File: config.mk
export PLATFORM = sky130hd
export DESIGN_NAME = rtmp_chunk_stream_parser
export DESIGN_NICKNAME = d
export VERILOG_FILES = /design/src/hw/rtl/rcsp_pkg.sv /design/src/hw/rtl/rtmp_chunk_stream_parser.sv /design/src/hw/rtl/rcsp_queue.sv /design/src/hw/rtl/rcsp_parser.sv
export VERILOG_INCLUDE_DIRS = /design/src /design/src/hw/rtl
export SDC_FILE = /design/constraint.sdc
export NUM_CORES = 1
export LEC_CHECK = 0
export BUFFER_PORTS_ARGS = -buffer_cell sky130_fd_sc_hd__buf_2
export CELL_PAD_IN_SITES_DETAIL_PLACEMENT = 0
export CELL_PAD_IN_SITES_GLOBAL_PLACEMENT = 1
export CORE_MARGIN = 1
export CORE_UTILIZATION = 52
export CTS_BUF_LIST = sky130_fd_sc_hd__clkbuf_2
export DETAILED_ROUTE_END_ITERATION = 8
export PLACE_DENSITY_LB_ADDON = 0.1
export REMOVE_ABC_BUFFERS = 1
export SYNTH_ARGS = -nofsm -noshare
export SYNTH_HDL_FRONTEND = slang
export SYNTH_HIERARCHICAL = 1
export SYNTH_SLANG_ARGS = --single-unit
File: constraint.sdc
create_clock -name clock -period 11.6 [get_ports clock]
set_input_delay 2.32 -clock clock [delete_from_list [all_inputs] [get_ports clock]]
set_output_delay 2.32 -clock clock [all_outputs]
set_load 0.005 [all_outputs]
File: src/hw/rtl/rtmp_chunk_stream_parser_macros.svh
// Assertion macros shared by the chunk stream parser modules
`ifndef RTMP_CHUNK_STREAM_PARSER_MACROS_SVH
`define RTMP_CHUNK_STREAM_PARSER_MACROS_SVH
`ifndef SYNTHESIS
`define RCSP_ASSERT_SAME(label, ante, cons, msg) \
   label: assert property (@(posedge clock) disable iff (reset) (ante) |-> (cons)) \
      else $error(msg);
`define RCSP_ASSERT_NEXT(label, ante, cons, msg) \
   label: assert property (@(posedge clock) disable iff (reset) (ante) |=> (cons)) \
      else $error(msg);
`else
`define RCSP_ASSERT_SAME(label, ante, cons, msg)
`define RCSP_ASSERT_NEXT(label, ante, cons, msg)
`endif
`endif

File: src/hw/rtl/rcsp_pkg.sv
// Types and constants shared by the chunk stream parser modules
package rcsp_pkg;

   localparam int CHUNK_COUNT_WIDTH = 17;
   localparam int CHUNK_SIZE_WIDTH  = 17;
   localparam int FILL_CMP_WIDTH    =
      (CHUNK_COUNT_WIDTH > CHUNK_SIZE_WIDTH) ? CHUNK_COUNT_WIDTH : CHUNK_SIZE_WIDTH;
   localparam int QUEUE_DEPTH       = 4;
   localparam int QUEUE_PTR_WIDTH   = $clog2(QUEUE_DEPTH);

   localparam logic [CHUNK_SIZE_WIDTH-1:0] CHUNK_SIZE_RESET = 17'd128;

   localparam logic [1:0] ST_HEADER  = 2'd0;
   localparam logic [1:0] ST_PAYLOAD = 2'd1;
   localparam logic [1:0] ST_LAST    = 2'd2;
   localparam logic [1:0] ST_ERROR   = 2'd3;

   localparam logic [1:0]  FMT_TS_ONLY   = 2'd2;
   localparam logic [1:0]  FMT_NO_SID    = 2'd1;
   localparam logic [1:0]  FMT_CONTINUE  = 2'd3;
   localparam logic [5:0]  ID_TWO_BYTE   = 6'd0;
   localparam logic [5:0]  ID_THREE_BYTE = 6'd1;
   localparam logic [16:0] ID_OFFSET     = 17'd64;
   localparam logic [31:0] TS_EXTENDED   = 32'h00FF_FFFF;

   typedef logic [CHUNK_COUNT_WIDTH-1:0] fill_type;
   typedef logic [FILL_CMP_WIDTH-1:0]    fill_cmp_type;
   typedef logic [CHUNK_SIZE_WIDTH-1:0]  chunk_size_type;

   typedef struct packed {
      logic [1:0]  status;
      logic [7:0]  payload_byte;
      logic [1:0]  chunk_fmt;
      logic [16:0] chunk_stream;
      logic [31:0] msg_timestamp;
      logic [23:0] msg_length;
      logic [7:0]  msg_type;
      logic [31:0] msg_stream;
      logic        chunk_end;
   } rsp_type;

endpackage

File: src/hw/rtl/rtmp_chunk_stream_parser.sv
// Top level of the chunk stream parser: chunk size register, queue and parser
//
// Takes one raw chunk stream byte per request beat and returns one response beat per byte:
// a header, payload, last-of-message or error status with the decoded basic and message
// header fields. Sustained rate is one byte per clock while the response side is not
// stalled; each byte is registered in the four-entry input queue, then in the response
// register of the single-step header parser that updates all context registers per byte.
// The request side stalls only when the queue is full because the response side is stalled.
// The chunk size register is written through the csr channel, which is always ready; a size
// of zero acts as one.
module rtmp_chunk_stream_parser import rcsp_pkg::*; (
   input  logic        clock,
   input  logic        reset,
   input  logic        req_valid,
   output logic        req_stall,
   input  logic [7:0]  req_in_byte,
   output logic        rsp_valid,
   input  logic        rsp_stall,
   output logic [1:0]  rsp_status,
   output logic [7:0]  rsp_payload_byte,
   output logic [1:0]  rsp_chunk_fmt,
   output logic [16:0] rsp_chunk_stream,
   output logic [31:0] rsp_msg_timestamp,
   output logic [23:0] rsp_msg_length,
   output logic [7:0]  rsp_msg_type,
   output logic [31:0] rsp_msg_stream,
   output logic        rsp_chunk_end,
   input  logic        csr_valid,
   output logic        csr_ready,
   input  logic [16:0] csr_chunk_size
);

   chunk_size_type chunk_size_ff;
   logic           q_valid;
   logic [7:0]     q_byte;
   logic           q_pop;
   rsp_type        rsp;

   assign csr_ready = 1'b1;

   always_ff @(posedge clock) begin
      if (reset) begin
         chunk_size_ff <= CHUNK_SIZE_RESET;
      end else if (csr_valid && csr_ready) begin
         chunk_size_ff <= csr_chunk_size;
      end
   end

   rcsp_queue u_queue (
      .clock       (clock),
      .reset       (reset),
      .req_valid   (req_valid),
      .req_stall   (req_stall),
      .req_in_byte (req_in_byte),
      .q_valid     (q_valid),
      .q_byte      (q_byte),
      .q_pop       (q_pop)
   );

   rcsp_parser u_parser (
      .clock      (clock),
      .reset      (reset),
      .chunk_size (chunk_size_ff),
      .q_valid    (q_valid),
      .q_byte     (q_byte),
      .q_pop      (q_pop),
      .rsp_valid  (rsp_valid),
      .rsp_stall  (rsp_stall),
      .rsp        (rsp)
   );

   assign rsp_status        = rsp.status;
   assign rsp_payload_byte  = rsp.payload_byte;
   assign rsp_chunk_fmt     = rsp.chunk_fmt;
   assign rsp_chunk_stream  = rsp.chunk_stream;
   assign rsp_msg_timestamp = rsp.msg_timestamp;
   assign rsp_msg_length    = rsp.msg_length;
   assign rsp_msg_type      = rsp.msg_type;
   assign rsp_msg_stream    = rsp.msg_stream;
   assign rsp_chunk_end     = rsp.chunk_end;

endmodule

File: src/hw/rtl/rcsp_queue.sv
// Input byte queue: accepts request beats and holds them for the parser
`include "rtmp_chunk_stream_parser_macros.svh"
module rcsp_queue import rcsp_pkg::*; (
   input  logic       clock,
   input  logic       reset,
   input  logic       req_valid,
   output logic       req_stall,
   input  logic [7:0] req_in_byte,
   output logic       q_valid,
   output logic [7:0] q_byte,
   input  logic       q_pop
);

   logic [7:0]                 entry_ff [QUEUE_DEPTH];
   logic [QUEUE_PTR_WIDTH-1:0] wr_ptr_ff, wr_ptr_in;
   logic [QUEUE_PTR_WIDTH-1:0] rd_ptr_ff, rd_ptr_in;
   logic [QUEUE_PTR_WIDTH:0]   count_ff, count_in;
   logic                       push;
   logic                       full;

   assign full      = (count_ff == (QUEUE_PTR_WIDTH+1)'(QUEUE_DEPTH));
   assign req_stall = full;
   assign push      = req_valid && !full;
   assign q_valid   = (count_ff != '0);
   assign q_byte    = entry_ff[rd_ptr_ff];

   always_comb begin
      wr_ptr_in = push ? wr_ptr_ff + 1'b1 : wr_ptr_ff;
      rd_ptr_in = q_pop ? rd_ptr_ff + 1'b1 : rd_ptr_ff;
      count_in  = count_ff + (QUEUE_PTR_WIDTH+1)'(push) - (QUEUE_PTR_WIDTH+1)'(q_pop);
   end

   always_ff @(posedge clock) begin
      if (reset) begin
         wr_ptr_ff <= '0;
         rd_ptr_ff <= '0;
         count_ff  <= '0;
      end else begin
         wr_ptr_ff <= wr_ptr_in;
         rd_ptr_ff <= rd_ptr_in;
         count_ff  <= count_in;
      end
   end

   always_ff @(posedge clock) begin
      if (push) begin
         entry_ff[wr_ptr_ff] <= req_in_byte;
      end
   end

   `RCSP_ASSERT_SAME(a_pop_nonempty, q_pop, count_ff != '0, "pop from empty queue")
   `RCSP_ASSERT_NEXT(a_count_track, push && !q_pop, count_ff == $past(count_ff) + 1'b1,
                     "queue count lost a beat")

endmodule

File: src/hw/rtl/rcsp_parser.sv
// Chunk header parser and response register
`include "rtmp_chunk_stream_parser_macros.svh"
module rcsp_parser import rcsp_pkg::*; (
   input  logic           clock,
   input  logic           reset,
   input  chunk_size_type chunk_size,
   input  logic           q_valid,
   input  logic [7:0]     q_byte,
   output logic           q_pop,
   output logic           rsp_valid,
   input  logic           rsp_stall,
   output rsp_type        rsp
);

   localparam logic [4:0] PH_BASIC = 5'd0;
   localparam logic [4:0] PH_ID_LO = 5'd1;
   localparam logic [4:0] PH_ID_HI = 5'd2;
   localparam logic [4:0] PH_TS0   = 5'd3;
   localparam logic [4:0] PH_TS1   = 5'd4;
   localparam logic [4:0] PH_TS2   = 5'd5;
   localparam logic [4:0] PH_LEN0  = 5'd6;
   localparam logic [4:0] PH_LEN1  = 5'd7;
   localparam logic [4:0] PH_LEN2  = 5'd8;
   localparam logic [4:0] PH_TYPE  = 5'd9;
   localparam logic [4:0] PH_SID0  = 5'd10;
   localparam logic [4:0] PH_SID1  = 5'd11;
   localparam logic [4:0] PH_SID2  = 5'd12;
   localparam logic [4:0] PH_SID3  = 5'd13;
   localparam logic [4:0] PH_EXT0  = 5'd14;
   localparam logic [4:0] PH_EXT1  = 5'd15;
   localparam logic [4:0] PH_EXT2  = 5'd16;
   localparam logic [4:0] PH_EXT3  = 5'd17;
   localparam logic [4:0] PH_DATA  = 5'd18;

   logic [4:0]  phase_ff, phase_in;
   logic [1:0]  fmt_ff, fmt_in;
   logic [16:0] chan_ff, chan_in;
   logic        wide_ff, wide_in;
   logic [31:0] time_ff, time_in;
   logic [23:0] len_ff, len_in;
   logic [7:0]  kind_ff, kind_in;
   logic [31:0] sid_ff, sid_in;
   logic        ext_ff, ext_in;
   logic [23:0] rcv_ff, rcv_in;
   fill_type    fill_ff, fill_in;
   logic        fresh_ff, fresh_in;
   logic        rsp_valid_ff;
   rsp_type     rsp_ff, rsp_in;

   logic           basic_done, fields_done, header_done, do_clear;
   logic [1:0]     status;
   logic [7:0]     pay;
   logic           cend;
   fill_type       next_fill;
   chunk_size_type limit;
   logic [7:0]     b;

   assign b         = q_byte;
   assign q_pop     = q_valid && (!rsp_valid_ff || !rsp_stall);
   assign rsp_valid = rsp_valid_ff;
   assign rsp       = rsp_ff;
   assign limit     = (chunk_size == '0) ? chunk_size_type'(1) : chunk_size;
   assign next_fill = fill_ff + 1'b1;

   always_comb begin
      phase_in    = phase_ff;
      fmt_in      = fmt_ff;
      chan_in     = chan_ff;
      wide_in     = wide_ff;
      time_in     = time_ff;
      len_in      = len_ff;
      kind_in     = kind_ff;
      sid_in      = sid_ff;
      ext_in      = ext_ff;
      rcv_in      = rcv_ff;
      fill_in     = fill_ff;
      fresh_in    = fresh_ff;
      status      = ST_HEADER;
      pay         = '0;
      cend        = 1'b0;
      do_clear    = 1'b0;
      basic_done  = 1'b0;
      fields_done = 1'b0;
      header_done = 1'b0;

      unique case (phase_ff)
         PH_ID_LO: begin
            if (wide_ff) begin
               chan_in  = {9'd0, b};
               phase_in = PH_ID_HI;
            end else begin
               chan_in    = {9'd0, b} + ID_OFFSET;
               basic_done = 1'b1;
            end
         end
         PH_ID_HI: begin
            chan_in    = {1'b0, b, chan_ff[7:0]} + ID_OFFSET;
            basic_done = 1'b1;
         end
         PH_TS0: begin
            time_in  = {8'd0, b, 16'd0};
            phase_in = PH_TS1;
         end
         PH_TS1: begin
            time_in  = time_ff | {16'd0, b, 8'd0};
            phase_in = PH_TS2;
         end
         PH_TS2: begin
            time_in = time_ff | {24'd0, b};
            ext_in  = (time_in == TS_EXTENDED);
            if (fmt_ff == FMT_TS_ONLY) begin
               fields_done = 1'b1;
            end else begin
               phase_in = PH_LEN0;
            end
         end
         PH_LEN0: begin
            len_in   = {b, 16'd0};
            phase_in = PH_LEN1;
         end
         PH_LEN1: begin
            len_in   = len_ff | {8'd0, b, 8'd0};
            phase_in = PH_LEN2;
         end
         PH_LEN2: begin
            len_in   = len_ff | {16'd0, b};
            phase_in = PH_TYPE;
         end
         PH_TYPE: begin
            kind_in = b;
            if (fmt_ff == FMT_NO_SID) begin
               fields_done = 1'b1;
            end else begin
               phase_in = PH_SID0;
            end
         end
         PH_SID0: begin
            sid_in   = {24'd0, b};
            phase_in = PH_SID1;
         end
         PH_SID1: begin
            sid_in   = sid_ff | {16'd0, b, 8'd0};
            phase_in = PH_SID2;
         end
         PH_SID2: begin
            sid_in   = sid_ff | {8'd0, b, 16'd0};
            phase_in = PH_SID3;
         end
         PH_SID3: begin
            sid_in      = sid_ff | {b, 24'd0};
            fields_done = 1'b1;
         end
         PH_EXT0: begin
            time_in  = {b, 24'd0};
            phase_in = PH_EXT1;
         end
         PH_EXT1: begin
            time_in  = time_ff | {8'd0, b, 16'd0};
            phase_in = PH_EXT2;
         end
         PH_EXT2: begin
            time_in  = time_ff | {16'd0, b, 8'd0};
            phase_in = PH_EXT3;
         end
         PH_EXT3: begin
            time_in     = time_ff | {24'd0, b};
            header_done = 1'b1;
         end
         PH_DATA: begin
            pay    = b;
            rcv_in = rcv_ff + 1'b1;
            if (fill_cmp_type'(next_fill) == fill_cmp_type'(limit) || next_fill == '1) begin
               cend     = 1'b1;
               fill_in  = '0;
               phase_in = PH_BASIC;
            end else begin
               fill_in = next_fill;
            end
            if (rcv_in >= len_ff) begin
               status   = ST_LAST;
               do_clear = 1'b1;
            end else begin
               status = ST_PAYLOAD;
            end
         end
         default: begin
            fmt_in  = b[7:6];
            chan_in = {11'd0, b[5:0]};
            if (b[5:0] == ID_TWO_BYTE) begin
               wide_in  = 1'b0;
               phase_in = PH_ID_LO;
            end else if (b[5:0] == ID_THREE_BYTE) begin
               wide_in  = 1'b1;
               phase_in = PH_ID_LO;
            end else begin
               basic_done = 1'b1;
            end
         end
      endcase

      if (basic_done) begin
         if (fmt_in == FMT_CONTINUE) begin
            if (fresh_ff) begin
               phase_in = PH_BASIC;
               status   = ST_ERROR;
            end else begin
               fields_done = 1'b1;
            end
         end else begin
            phase_in = PH_TS0;
         end
      end

      if (fields_done) begin
         if (ext_in) begin
            phase_in = PH_EXT0;
         end else begin
            header_done = 1'b1;
         end
      end

      if (header_done) begin
         fresh_in = 1'b0;
         if (len_in <= rcv_in) begin
            do_clear = 1'b1;
            status   = ST_LAST;
         end else begin
            phase_in = PH_DATA;
         end
      end

      rsp_in.status        = status;
      rsp_in.payload_byte  = pay;
      rsp_in.chunk_fmt     = fmt_in;
      rsp_in.chunk_stream  = chan_in;
      rsp_in.msg_timestamp = time_in;
      rsp_in.msg_length    = len_in;
      rsp_in.msg_type      = kind_in;
      rsp_in.msg_stream    = sid_in;
      rsp_in.chunk_end     = cend;
   end

   always_ff @(posedge clock) begin
      if (reset || (q_pop && do_clear)) begin
         phase_ff <= PH_BASIC;
         fmt_ff   <= '0;
         chan_ff  <= '0;
         wide_ff  <= 1'b0;
         time_ff  <= '0;
         len_ff   <= '0;
         kind_ff  <= '0;
         sid_ff   <= '0;
         ext_ff   <= 1'b0;
         rcv_ff   <= '0;
         fill_ff  <= '0;
         fresh_ff <= 1'b1;
      end else if (q_pop) begin
         phase_ff <= phase_in;
         fmt_ff   <= fmt_in;
         chan_ff  <= chan_in;
         wide_ff  <= wide_in;
         time_ff  <= time_in;
         len_ff   <= len_in;
         kind_ff  <= kind_in;
         sid_ff   <= sid_in;
         ext_ff   <= ext_in;
         rcv_ff   <= rcv_in;
         fill_ff  <= fill_in;
         fresh_ff <= fresh_in;
      end
   end

   always_ff @(posedge clock) begin
      if (reset) begin
         rsp_valid_ff <= 1'b0;
      end else if (q_pop) begin
         rsp_valid_ff <= 1'b1;
      end else if (!rsp_stall) begin
         rsp_valid_ff <= 1'b0;
      end
   end

   always_ff @(posedge clock) begin
      if (q_pop) begin
         rsp_ff <= rsp_in;
      end
   end

   `RCSP_ASSERT_SAME(a_error_fmt, rsp_valid_ff && rsp_ff.status == ST_ERROR,
                     rsp_ff.chunk_fmt == FMT_CONTINUE, "error beat without format 3")
   `RCSP_ASSERT_SAME(a_end_on_data, rsp_valid_ff && rsp_ff.chunk_end,
                     rsp_ff.status == ST_PAYLOAD || rsp_ff.status == ST_LAST,
                     "chunk end on a header beat")
   `RCSP_ASSERT_NEXT(a_clear_ctx, q_pop && do_clear,
                     phase_ff == PH_BASIC && fresh_ff && rcv_ff == '0,
                     "context not cleared at message end")

endmodule

# Word-level counts from Yosys, hierarchy flattened
# Memories as Yosys holds them, arrays and structs flattened. A register that Yosys moved wholly into a read port is not among the register bits.
# Index checks and enable logic that the tools add are counted.
[totals]
elab_cells = 152
memories = 1
out_inout_bits = 129
mem_bits_rw = 32
reg_bits = 315
[op_classes]
n_lt_le_gt_ge = 2
bitwise = 9
reduce_logical = 21
add_sub_neg = 8
mux = 58
eq_ne = 27
[mem_list]
columns = ["name", "words", "width", "read_ports", "rd_clocked_by_memory_dff", "wr", "line_no", "source"]
rows = [
  ["u_queue.entry_ff", 4, 8, 1, 1, 1, "rcsp_queue.sv:14", "logic [7:0] entry_ff [QUEUE_DEPTH];"],
]
[op_table]
columns = ["op", "n"]
rows = [
  ["32-bit case mux with 5 select lines", 1],
  ["32-bit case mux with 4 select lines", 1],
  ["5-bit case mux with 16 select lines", 1],
  ["24-bit case mux with 3 select lines", 1],
  ["5-bit 2-to-1 mux", 13],
  ["32-bit by 16-bit OR with 32-bit output", 2],
  ["32-bit by 24-bit OR with 32-bit output", 2],
  ["17-bit 2-to-1 mux", 3],
  ["17-bit case mux with 3 select lines", 1],
  ["5-bit by 4-bit equality test with 1-bit output, second input constant", 8],
  ["32-bit by 24-bit equality test with 1-bit output, second input constant", 1],
  ["32-bit OR", 1],
  ["32-bit by 8-bit OR with 32-bit output", 1],
  ["24-bit by 1-bit adder with 24-bit output, second input constant", 1],
  ["24-bit greater-or-equal comparator", 1],
  ["24-bit less-or-equal comparator", 1],
  ["24-bit 2-to-1 mux", 1],
  ["24-bit by 16-bit OR with 24-bit output", 1],
  ["24-bit by 8-bit OR with 24-bit output", 1],
  ["1-bit 2-to-1 mux", 23],
  ["5-bit by 3-bit equality test with 1-bit output, second input constant", 4],
  ["2-bit 2-to-1 mux", 10],
  ["18-bit OR reduction", 1],
  ["16-bit by 7-bit adder with 17-bit output, second input constant", 1],
  ["other kinds (30)", 44],
]

# Logic depth before layout (Yosys ltp)
[logic_depth]
word_depth = 13
ltp_mapped = 19

# Cells and area by module
# The synthesis kept the hierarchy.
[modules_own_cells]
columns = ["module", "instances", "area_per_inst_um2", "cells_per_inst"]
rows = [
  ["rcsp_parser", 1, 14843.0, 1640],
  ["rcsp_queue", 1, 1616.6, 90],
  ["rtmp_chunk_stream_parser", 1, 628.1, 57],
]

# Worst setup path after synthesis
# OpenSTA, ideal clock, no wires.
[synth_path]
kind = "input port to flip-flop"
startpoint = "input rsp_stall"
endpoint = "register u_queue.count_ff[2]"
path_slack_ns = 3.466
t_arrival_ns = 8.009
setup_ns = 0.124
stages = 12
required_ns = 11.476
cell_sequence = "nand2_1 -> nand2_1 -> inv_1 -> clkbuf_1 -> clkbuf_1 -> ha_1 -> inv_1 -> ha_1 -> fa_1 -> xnor2_1 -> xnor2_1 -> nor2_1"
[synth_between]
elab_chain_len = 4
[synth_lines]
columns = ["item", "line_no", "source"]
rows = [
  ["start, declared", "rtmp_chunk_stream_parser.sv:18", "input logic rsp_stall,"],
  ["1-bit logical NOT", "rcsp_parser.sv:59", "assign q_pop = q_valid && (!rsp_valid_ff || !rsp_stall);"],
  ["1-bit logical OR", "rcsp_parser.sv:59", ""],
  ["1-bit logical AND", "rcsp_parser.sv:59", ""],
  ["via q_pop", "rtmp_chunk_stream_parser.sv:36", "logic q_pop;"],
  ["3-bit by 1-bit subtractor with 3-bit output", "rcsp_queue.sv:30", "count_in = count_ff + (QUEUE_PTR_WIDTH+1)'(push) - (QUEUE_PTR_WIDTH+1)'(q_pop);"],
  ["end signal, assigned", "rcsp_queue.sv:41", "count_ff <= count_in;"],
  ["end, declared", "rcsp_queue.sv:17", "logic [QUEUE_PTR_WIDTH:0] count_ff, count_in;"],
]
# The timed path passes the listed nets, and every way through them passes these cells.
# A chain may end at the register's enable or synchronous reset.

# Final worst setup path
[layout_path]
startpoint = "register u_parser.phase_ff[1]"
endpoint = "register u_parser.kind_ff[3]"
[layout_between]
elab_cells_between_ends = 40
classes_between = "order compare (1); eq/ne (19); mux (16); reduce/logical (4)"
[layout_rtl]
columns = ["item", "line_no", "source"]
rows = [
  ["start, declared", "rcsp_parser.sv:35", "logic [4:0] phase_ff, phase_in;"],
  ["start signal, assigned", "rcsp_parser.sv:258", "phase_ff <= phase_in;"],
  ["5-bit by 4-bit equality test with 1-bit output or 5-bit by 3-bit equality test with 1-bit output (tied branches)", "rcsp_parser.sv:86", "unique case (phase_ff)"],
  ["24-bit case mux with 3 select lines (*)", "rcsp_parser.sv:86", ""],
  ["via u_parser.len_in[9]", "rcsp_parser.sv:40", "logic [23:0] len_ff, len_in;"],
  ["24-bit less-or-equal comparator (*)", "rcsp_parser.sv:224", "if (len_in <= rcv_in) begin"],
  ["1-bit 2-to-1 mux (*)", "rcsp_parser.sv:224", ""],
  ["1-bit 2-to-1 mux (*)", "rcsp_parser.sv:222", "if (header_done) begin"],
  ["1-bit logical AND (*)", "rcsp_parser.sv:244", "if (reset || (q_pop && do_clear)) begin"],
  ["1-bit logical OR (*)", "rcsp_parser.sv:244", ""],
  ["end signal, assigned", "rcsp_parser.sv:264", "kind_ff <= kind_in;"],
  ["end, declared", "rcsp_parser.sv:41", "logic [7:0] kind_ff, kind_in;"],
]
# The timed path passes the listed nets; every way through them passes the cells marked *.

==> results.cfg <==
[status]
status = finished clean

[timing]
skew_ps = 57.8
setup_ws_ps = 5600
slew_headroom = 0.208
drv_slew = 0
fmax_ghz = 0.167
period_needed_ps = 6000
rsz0062_at_grt = no
final.setup.tns_ps = 0
worstMarginPinSlew_ps = 1190
hold_ws_ps = 459
post-route-period-util = 0.517
setup_viol = 0
hold_viol_final = 0

[clock_network]
h-tree-depth = 3
postCtsHoldBufs = 0
numClockSinks = 349
clock_latency_ps = 980
clkTransAtPathRegs_ps = 90
cts_tree = yes
cts-resized-gates = 0
cts-root-buf = clkbuf_2
numCtsBuffers = 90
clockBufferDepth = 3
postCtsSetupRepairBufs = 0

[synth]
synth_area_leaders = edfxtp_1 (28%), dfxtp_1 (22%), nand2_1 (6.2%)
synth-seq-area-share = 0.501
yosys_register_bits = 349
synth_top_cells_by_count = nand2_1 (281), nor2_1 (224), dfxtp_1 (191)
synth.largest_area_cell = edfxtp_1
synth_edf_count = 158
synth.distinct_cells = 79
synth_flop_cell = dfxtp_1
yosys.cell_count.top_type = nand2_1
syn_avg_cell_area_um2 = 9.56
yosysWarnings = 6
synth_area_um2 = 17100
synth.top_cell.area_share = 0.278
async_flop_share = 0
syn_inst = 1787

[setup_path]
crit_family = compound AO/OA/AOI/OAI gates
start_kind = flop
end_kind = flop
crit_path_frequent_cell = nand3_1
max_stage_delay_ps = 930
cp.required_ps = 12390
cp_max_fo = 83
critPathSlowestCell = buf_4
crit_chain = nand3_1 > nor2_1 > nand2_1 > o21ai_0 > ha_1 > a21o_1 > nand3_1 > a21oi_1 > o41ai_1 > a21bo_2 > and3_1 > a211o_4 > buf_4 > nor3_1
crit_type = flop to flop
cp.arrival_ps = 6790
cp_num_buf_inv = 1

[cells_and_area]
final_nets = 2017
area_delta_synth_final_pct = 10.2
drive_gt1_frac = 0.200
nFillCells = 2918
design_area_um2 = 18800

[power]
swShare = 0.391
clkPwrFrac = 0.204
power_frac_comb = 0.348
p_leak_nw = 7.32
seq_power_share = 0.447
power_density_nw_per_um2 = 223
irDropWorstVdd_mv = 0.201
power.internal_w = 0.00256
p_switching_w = 0.00164

[floorplan]
start_util = 0.527
die_width_um = 183
dieArea_um2 = 33600
design.core.area_um2 = 32500
chipHeight_um = 183
rows = 66
io_pins = 159

[place]
post-place-ws_ps = 5400
gp_congestion = 0.877
placed_cell_area_um2 = 18000
place_hpwl_mm = 26.5
io_buffers = 157

[run]
max_cap_viol_count = 0

[global_route]
grt_max_degree = 133
track_usage = 0.254
grt_overflow = 0
grt_antenna_before_repair = 1
grt_pass1_vias = 12600
grt_pass1_wl_mm = 67.1

[drt]
wl_per_cell_um = 17.5
ant_nets = 0
drc = 0
num_vias = 13400
drt-initial-drc-count = 964
viasPerCell = 5.50
drt_first_pass_iters = 5
drt_wl_total_mm = 42.7

[worst_hold_path]
hp-class = flop to flop
==> worst reg2reg max path: stages (launching register included) <==
cell     delay (ps)
dfxtp_1         900
nand3_1         250
nor2_1          760
nand2_1         130
o21ai_0         230
ha_1            340
a21o_1          180
nand3_1          80
a21oi_1          90
o41ai_1         490
a21bo_2         220
and3_1          170
a211o_4         740
buf_4           950
nor3_1          310
==> layout make-up <==
type	instances	area (um^2)	share of cell area
diodes	1	2.50	0.000133
clock buffers	135	676	0.0359
clock inverters	31	175	0.00930
inverters	39	154	0.00817
multi-input cells	1271	7780	0.413
flip-flops and latches	349	8570	0.455
well taps	442	553	0.0294
repair buffers	176	928	0.0493
==> power by group through the flow <==
| stage | clock network (W) | logic, W | registers, W |
|---|---|---|---|
| final | 0.000860 | 0.00147 | 0.00188 |
| after global routing | 0.000962 | 0.00162 | 0.00192 |
| after CTS | 0.000894 | 0.00147 | 0.00188 |
| after detailed placement | 0 | 0.00147 | 0.00191 |
| after global placement | 0 | 0.00144 | 0.00190 |
| after floorplan | 0 | 0.000861 | 0.00193 |
==> kinds of logic after synthesis <==
kind of cell               count (synthesis)  share of synthesized area
and+or+nand+nor                          723                      0.190
DFF                                      349                      0.501
AOI/OAI and AO/OA                        331                      0.129
buffers and inverters                    167                     0.0446
xor gates and xnor gates                 112                     0.0574
adders and majority gates                 60                     0.0444
muxes                                     44                     0.0327
other                                      1                   0.000219
==> final timing paths <==
kind / from / end / slack (ps) / cells after the start
worst max-delay path: u_parser/phase_ff[1]$_SDFFE_PP0P_ / u_parser/kind_ff[3]$_SDFFE_PP0P_ / 5600 / 14
worst min-delay path: u_parser/sid_ff[17]$_SDFFE_PP0P_ / u_parser/sid_ff[17]$_SDFFE_PP0P_ / 460 / 2
worst max register to register: u_parser/phase_ff[1]$_SDFFE_PP0P_ / u_parser/kind_ff[3]$_SDFFE_PP0P_ / 5600 / 14
worst min register to register: u_parser/sid_ff[17]$_SDFFE_PP0P_ / u_parser/sid_ff[17]$_SDFFE_PP0P_ / 460 / 2
==> sequential cells by signal, indices dropped and copies added, names as in the netlist, 2 cells and up, named ones only <==
register / cells
u_parser/len_ff: 24
u_parser/chan_ff: 17
u_parser/fill_ff: 17
u_queue/rd_ptr_ff: 2
u_queue/count_ff: 3
chunk_size_ff: 17
u_parser/fmt_ff: 2
u_queue/wr_ptr_ff: 2
u_parser/rcv_ff: 24
u_parser/time_ff: 32
u_parser/sid_ff: 32
u_parser/kind_ff: 8
u_parser/rsp: 126
u_queue/entry_ff: 32
u_parser/phase_ff: 5
==> per-layer routing <==
metal	GRT usage	vias to the layer above	routed length (um)
li1	-	6613	-
met1	0.344	6359	19500
met2	0.395	402	19500
met3	0.0512	73	2440
met4	0.108	0	1170
met5	0	-	0
==> through the flow <==
stage	utilization	instances	total power (W)
floorplan	-	1659	0.00280
global placement	0.554	2277	0.00334
detailed placement	0.554	2277	0.00338
CTS	0.580	2443	0.00425
global route	0.580	2444	0.00450
finish	0.580	2444	0.00421
==> placed cells by master, fill, tap and decap left out, types with 52 or more instances in the layout <==
cell,netlist,final
a21oi_1,113,113
buf_2,10,157
clkbuf_2,1,135
dfxtp_1,191,191
edfxtp_1,158,158
ha_1,59,59
nand2_1,281,280
nor2_1,224,223
o21ai_0,52,52
xnor2_1,56,56
xor2_1,56,56
(Power assumes the default switching activity.)
